File: src/rtl/ntfr_pkg.sv
// shared types, constants and command/status structs for the frame ring
`default_nettype none

package ntfr_pkg;

    // default sizes handed to the top level parameters
    localparam int DEPTH_DEFAULT     = 512;
    localparam int TIME_BITS_DEFAULT = 48;
    localparam int TAG_BITS_DEFAULT  = 32;

    // record count and limit register width
    localparam int COUNT_BITS = 10;
    localparam logic [COUNT_BITS-1:0] MAX_ENTRIES_RESET = COUNT_BITS'(300);

    // configuration port
    localparam int CFG_DATA_BITS = 32;
    localparam int CFG_ADDR_BITS = 3;
    localparam logic [CFG_ADDR_BITS-3:0] REG_MAX_ENTRIES = '0;

    // operation codes
    localparam logic [1:0] OP_PUSH   = 2'd0;
    localparam logic [1:0] OP_LOOKUP = 2'd1;
    localparam logic [1:0] OP_CLEAR  = 2'd2;

    // ring position whose slot is read
    typedef enum logic [2:0] {
        RD_PROBE,
        RD_LO,
        RD_LO_M1,
        RD_PICK,
        RD_OLDEST,
        RD_NEWEST
    } rd_pos_t;

    // how the picked position is set
    typedef enum logic [1:0] {
        PICK_HOLD,
        PICK_FIRST,
        PICK_LAST,
        PICK_NEAR
    } pick_sel_t;

    // controller to datapath
    typedef struct packed {
        logic      load_item;
        logic      push;
        logic      clear;
        logic      search_init;
        logic      rd_en;
        rd_pos_t   rd_pos;
        logic      probe_step;
        logic      cap_cur;
        pick_sel_t pick_sel;
        logic      cap_match;
        logic      cap_oldest;
        logic      load_out;
    } ctrl_cmd_t;

    // datapath to controller
    typedef struct packed {
        logic count_zero;
        logic span_zero;
        logic lo_zero;
        logic lo_ge_count;
        logic out_busy;
    } ctrl_status_t;

endpackage

`default_nettype wire

File: src/rtl/ntfr_ctrl.sv
// sequencer for push, clear and binary-search lookup transactions
`default_nettype none

module ntfr_ctrl import ntfr_pkg::*; (
    input  wire logic         aclk,
    input  wire logic         aresetn,
    input  wire logic         s_valid,
    input  wire logic [1:0]   s_operation,
    output logic              s_ready,
    input  wire ctrl_status_t status,
    output ctrl_cmd_t         cmd
);

    typedef enum logic [3:0] {
        ST_IDLE,
        ST_PUSH,
        ST_CLEAR,
        ST_PROBE,
        ST_CMP,
        ST_RESOLVE,
        ST_NEAR_CUR,
        ST_NEAR_PREV,
        ST_FETCH,
        ST_MATCH,
        ST_OLD,
        ST_NEW,
        ST_DONE
    } state_t;

    state_t state_reg, state_next;

    assign s_ready = (state_reg == ST_IDLE);

    // next state and commands
    always_comb begin
        state_next = state_reg;
        cmd        = '0;
        cmd.rd_pos   = RD_OLDEST;
        cmd.pick_sel = PICK_HOLD;
        case (state_reg)
            ST_IDLE: begin
                if (s_valid) begin
                    cmd.load_item = 1'b1;
                    case (s_operation)
                        OP_PUSH:  state_next = ST_PUSH;
                        OP_CLEAR: state_next = ST_CLEAR;
                        OP_LOOKUP: begin
                            cmd.search_init = 1'b1;
                            state_next = status.count_zero ? ST_OLD : ST_PROBE;
                        end
                        default:  state_next = ST_OLD;
                    endcase
                end
            end
            ST_PUSH: begin
                cmd.push   = 1'b1;
                state_next = ST_OLD;
            end
            ST_CLEAR: begin
                cmd.clear  = 1'b1;
                state_next = ST_OLD;
            end
            ST_PROBE: begin
                if (status.span_zero) begin
                    state_next = ST_RESOLVE;
                end else begin
                    cmd.rd_en  = 1'b1;
                    cmd.rd_pos = RD_PROBE;
                    state_next = ST_CMP;
                end
            end
            ST_CMP: begin
                cmd.probe_step = 1'b1;
                state_next     = ST_PROBE;
            end
            ST_RESOLVE: begin
                if (status.lo_ge_count) begin
                    cmd.pick_sel = PICK_LAST;
                    state_next   = ST_FETCH;
                end else if (status.lo_zero) begin
                    cmd.pick_sel = PICK_FIRST;
                    state_next   = ST_FETCH;
                end else begin
                    cmd.rd_en  = 1'b1;
                    cmd.rd_pos = RD_LO;
                    state_next = ST_NEAR_CUR;
                end
            end
            ST_NEAR_CUR: begin
                cmd.cap_cur = 1'b1;
                cmd.rd_en   = 1'b1;
                cmd.rd_pos  = RD_LO_M1;
                state_next  = ST_NEAR_PREV;
            end
            ST_NEAR_PREV: begin
                cmd.pick_sel = PICK_NEAR;
                state_next   = ST_FETCH;
            end
            ST_FETCH: begin
                cmd.rd_en  = 1'b1;
                cmd.rd_pos = RD_PICK;
                state_next = ST_MATCH;
            end
            ST_MATCH: begin
                cmd.cap_match = 1'b1;
                state_next    = ST_OLD;
            end
            ST_OLD: begin
                cmd.rd_en  = 1'b1;
                cmd.rd_pos = RD_OLDEST;
                state_next = ST_NEW;
            end
            ST_NEW: begin
                cmd.cap_oldest = 1'b1;
                cmd.rd_en      = 1'b1;
                cmd.rd_pos     = RD_NEWEST;
                state_next     = ST_DONE;
            end
            ST_DONE: begin
                if (!status.out_busy) begin
                    cmd.load_out = 1'b1;
                    state_next   = ST_IDLE;
                end
            end
            default: state_next = ST_IDLE;
        endcase
    end

    // state register
    always_ff @(posedge aclk) begin
        if (!aresetn) begin
            state_reg <= ST_IDLE;
        end else begin
            state_reg <= state_next;
        end
    end

endmodule

`default_nettype wire

File: config.mk
export PLATFORM = sky130hd
export DESIGN_NAME = ntfr_ctrl
export DESIGN_NICKNAME = d
export VERILOG_FILES = /design/src/rtl/ntfr_pkg.sv /design/src/rtl/ntfr_ctrl.sv
export SDC_FILE = /design/constraint.sdc
export NUM_CORES = 1
export LEC_CHECK = 0
export BUFFER_PORTS_ARGS = -buffer_cell sky130_fd_sc_hd__buf_2
export CAP_MARGIN = 25
export CORE_AREA = 10 10 47 49
export DETAILED_ROUTE_END_ITERATION = 10
export DIE_AREA = 0 0 57 59
export PLACE_DENSITY_LB_ADDON = 0.15
export SKIP_LAST_GASP = 1
export SLEW_MARGIN = 0
export SYNTH_ARGS = -nofsm -noshare
export SYNTH_HDL_FRONTEND = slang
export SYNTH_SLANG_ARGS = --single-unit
File: constraint.sdc
create_clock -name aclk -period 3.9 [get_ports aclk]
set_input_delay 0.78 -clock aclk [delete_from_list [all_inputs] [get_ports aclk]]
set_output_delay 0.78 -clock aclk [all_outputs]
set_load 0.01 [all_outputs]
# [Word level (Yosys, flattened, before mapping)]
# Index checks and enable logic that the tools add are counted.
[word_totals] elab_cells=49 in_bits=10 ff_bits=4
[op_classes] muxes=28 n_eq_ne=16 reduce_logical=4
[ops] operator="$pmux W4 S11" n=1
[ops] operator="$mux W4" n=8
[ops] operator="$pmux W4 S6" n=1
[ops] operator="$eq A4 B4 Y1 const B" n=5
[ops] operator="$eq A4 B3 Y1 const B" n=4
[ops] operator="$mux W1" n=15
[ops] operator="$pmux W4 S3" n=1
[ops] operator="$eq A4 B2 Y1 const B" n=2
[ops] operator="$eq A4 B1 Y1 const B" n=1
[ops] operator="$logic_not A4 Y1" n=1
[ops] operator="$ne A2 B2 Y1 const B" n=2
[ops] operator="$pmux W2 S2" n=1
[ops] operator="$reduce_or A3 Y1" n=1
[ops] operator="$eq A2 B1 Y1 const B" n=1
[ops] operator="$eq A2 B2 Y1 const B" n=1
[ops] operator="$logic_not A2 Y1" n=1
[ops] operator="$mux W2" n=1
[ops] operator="$reduce_and A2 Y1" n=1

# [Logic depth before layout (Yosys ltp)]
[depth] depth_word=4 depth_mapped=6

# [Least setup slack after synthesis]
# OpenSTA, ideal clock, no wires.
[synth_path] path_type="input -> output" start="input status[1] (netlist bit)" end="output cmd[7] (netlist bit)" cell_stages=1 t_required_ns=3.120 slack_ns=1.816 n_path_buf=0 arrival_time_ns=1.304 cell_sequence="o41ai_1"
[synth_via] elab_chain_cells=2
[synth_lines] item="start, declared" line_no="ntfr_ctrl.sv:10" source="input wire ctrl_status_t status,"
[synth_lines] item="$mux W4" line_no="ntfr_ctrl.sv:77" source="if (status.lo_ge_count) begin"
[synth_lines] item="$pmux W4 S6" line_no="ntfr_ctrl.sv:40" source="case (state_reg)"
[synth_lines] item="end, declared" line_no="ntfr_ctrl.sv:11" source="output ctrl_cmd_t cmd"
# No other way between the ends.

==> flow_metrics.tcl <==
set metrics [dict create \
    period_needed_ns 2.54 \
    clock_tree.buffer_depth 2 \
    min_delay_worst_endpoint "state_reg[2]$_SDFFE_PN0P_" \
    num_antenna_cells 0 \
    regToRegStartpoint "state_reg[1]$_SDFFE_PN0P_" \
    setup_repair_after_global_routing_missed_its_margin "false" \
    yosysWarningCount 0 \
    maxCapViolCount 0 \
    reg2regPathDepth 4 \
    place_inst 106 \
    portBuffers 25 \
    worstPathCellList "nand2b_1 > or3_1 > o311a_1 > buf_2" \
    final-instance-count-excl-fill 109 \
    skew_ns 0.00117 \
    type_of_element_capturing_the_critical_path "output port" \
    drt_iter0_drc 9 \
    timing_worst_setup_path_type "register to output port" \
    hold_path_class "register to register" \
    maximum_number_of_pins_on_one_net_before_global_route_repair 19 \
    synth-seq-area-share 0.167 \
    timing.setup.tns_ns 0 \
    hold_viol_final 0 \
    ir_drop_worst_case_vdd_v 0.000258 \
    numCtsBuffers 3 \
    detailroute.via_count 567 \
    critPathRequiredTime_ns 3.12 \
    num-fill-cells 156 \
    wire_length_of_the_first_global_routing_pass_mm 2.41 \
    setup.worst_path.start_class "register" \
    status "completed" \
    relSlewSlack 0.594 \
    yosys.cell_types.count 31 \
    timing.critical_path.slowest_stage_cell "sky130_fd_sc_hd__dfxtp_1" \
    vias_per_cell 5.20 \
    first_global_vias 578 \
    post_cts_resized 0 \
    finish.net_count 105 \
    place.detailed.hpwl_mm 1.15 \
    die_w_um 57 \
    powerDensity_nw_per_um2 701 \
    final-setup-viol-count 0 \
    globalplace.congestion 0.740 \
    cts_setup_buffers 0 \
    critical_path.max_stage_delay_ns 0.70 \
    avgRoutedWirePerCell_um 13.9 \
    cts_max_level 1 \
    ys_async_sr_fraction 0 \
    die_area_um2 3360 \
    grt_antenna_before_repair 0 \
    clock.fmax_mhz 394 \
    final_worst_path_cycle_share 0.651 \
    netlist_area_before_placement_um2 479 \
    crit_fanout 16 \
    synth_enable_flop_cells 0 \
    routed_wl_mm 1.51 \
    worst_skew_pair.late_latency_ns 0.24 \
    crit-reg2reg-capture "state_reg[3]$_SDFFE_PN0P_" \
    core_um2 1400 \
    postLayoutCoreUtil 0.438 \
    io_pins 26 \
    area_growth_syn_to_layout_pct 28.2 \
    postSynthAreaPerCell_um2 6.85 \
    cts_tree "yes" \
    gr-usage-all-layers 0.0846 \
    detail_route.first_pass.iterations 3 \
    synthesis.instances 70 \
    reg2reg_setup_slack_ns 2.39 \
    cts_hold_buffers 0 \
    initial_standard_cell_utilization_of_the_core 0.342 \
    gr-total-overflow 0 \
    syn-num-nets 80 \
    synth_flop_cell "sky130_fd_sc_hd__dfxtp_1" \
    floorplan.rows 14 \
    max_slew_violation_count 0 \
    hold_path.startpoint "state_reg[1]$_SDFFE_PN0P_" \
    root_buffer "sky130_fd_sc_hd__clkbuf_4" \
    arrival_time_at_the_worst_endpoint_ns 1.76 \
    drc 0 \
    yosys_register_bits 4 \
    largest_register_ffs 4 \
    total_power_w 0.000430 \
    cts_num_sinks 4 \
    worst_setup_hold_path_clk_slew_ns 0.04 \
    cellLeakagePower_nw 0.306 \
    drive_above_1_share 0.333 \
    die_height_um 59 \
    worst_pin_slew_ns 0.608 \
    timing.hold.worst_path_depth 2 \
    route.antenna.remaining_nets 0 \
]
## through the flow
step / cell area, um2 / setup WS, ns / hold WS [ns]
3_3_place_gp: 592 / 1.57 / 0.768
3_5_place_dp: 592 / 1.55 / 0.762
4_1_cts: 614 / 1.37 / 0.769
6_report: 614 / 1.36 / 0.771
2_1_floorplan: 479 / 1.82 / 0.703
5_1_grt: 614 / 1.23 / 0.847
## worst max-delay path: cells and delay by family, from the launching register on
family	cells	cell delay [ns]
AOI/OAI and AO/OA	1	0.11
buffers and inverters	1	0.14
DFF	1	0.70
and+or+nand+nor	2	0.57
## synthesized netlist by cell type, drive strengths merged (2+ instances only)
cell | count | share of area
dfxtp | 4 | 0.17
inv | 3 | 0.023
nor2 | 11 | 0.086
a31oi | 3 | 0.039
buf | 4 | 0.060
nand2b | 4 | 0.052
nor3 | 6 | 0.063
nor2b | 3 | 0.039
nor4 | 2 | 0.057
o21ai | 2 | 0.021
a21oi | 6 | 0.063
nand2 | 6 | 0.047
## layout by cell type, fill, tap and decap left out, types with 2 or more instances in the layout
cell	Yosys	routed
sky130_fd_sc_hd__inv_1	3	3
sky130_fd_sc_hd__a21oi_1	6	6
sky130_fd_sc_hd__nor2_1	11	11
sky130_fd_sc_hd__buf_2	2	25
sky130_fd_sc_hd__o21ai_1	2	2
sky130_fd_sc_hd__nor2b_1	3	3
sky130_fd_sc_hd__nand2b_1	4	4
sky130_fd_sc_hd__nor3_1	6	6
sky130_fd_sc_hd__dfxtp_1	4	4
sky130_fd_sc_hd__clkbuf_4	0	3
sky130_fd_sc_hd__a31oi_1	3	3
sky130_fd_sc_hd__nand2_1	6	6
## layer usage
metal	up-vias	share of wire	GRT usage
met5	-	0	0
met4	0	0	0.0403
met3	0	0.060	0.0279
met2	13	0.47	0.150
met1	256	0.47	0.0876
li1	298	-	-
## cell type report
type / count / area (um2) / area share
Tap cell: 16 / 20.0 / 0.0326
Sequential cell: 4 / 80.1 / 0.130
Timing Repair Buffer: 25 / 125 / 0.204
Multi-Input combinational cell: 58 / 355 / 0.578
Clock buffer: 3 / 22.5 / 0.0367
Inverter: 3 / 11.3 / 0.0183
## report_power, final
group | internal, W | switching, W | leakage [nW]
sequential | 0.0000561 | 0.0000663 | 0.0329
combinational | 0.000125 | 0.000129 | 0.259
clock | 0.0000345 | 0.0000187 | 0.0138
## worst max-delay path by stage
stage	from	end	cells past startpoint
after global placement	status[1]	cmd[9]	5
after global routing	state_reg[2]$_SDFFE_PN0P_	cmd[7]	4
after detailed placement	status[1]	cmd[9]	5
after CTS	state_reg[3]$_SDFFE_PN0P_	cmd[9]	4
final	state_reg[3]$_SDFFE_PN0P_	cmd[9]	4
after floorplan	status[1]	cmd[7]	1
## logic make-up after synthesis
logic type / count (synthesis) / share of synthesized area
buffers and inverters: 8 / 0.0914
AND/OR/NAND/NOR: 39 / 0.452
flip-flops: 4 / 0.167
AO/OA/AOI/OAI: 19 / 0.290
(Power assumes the default switching activity.)
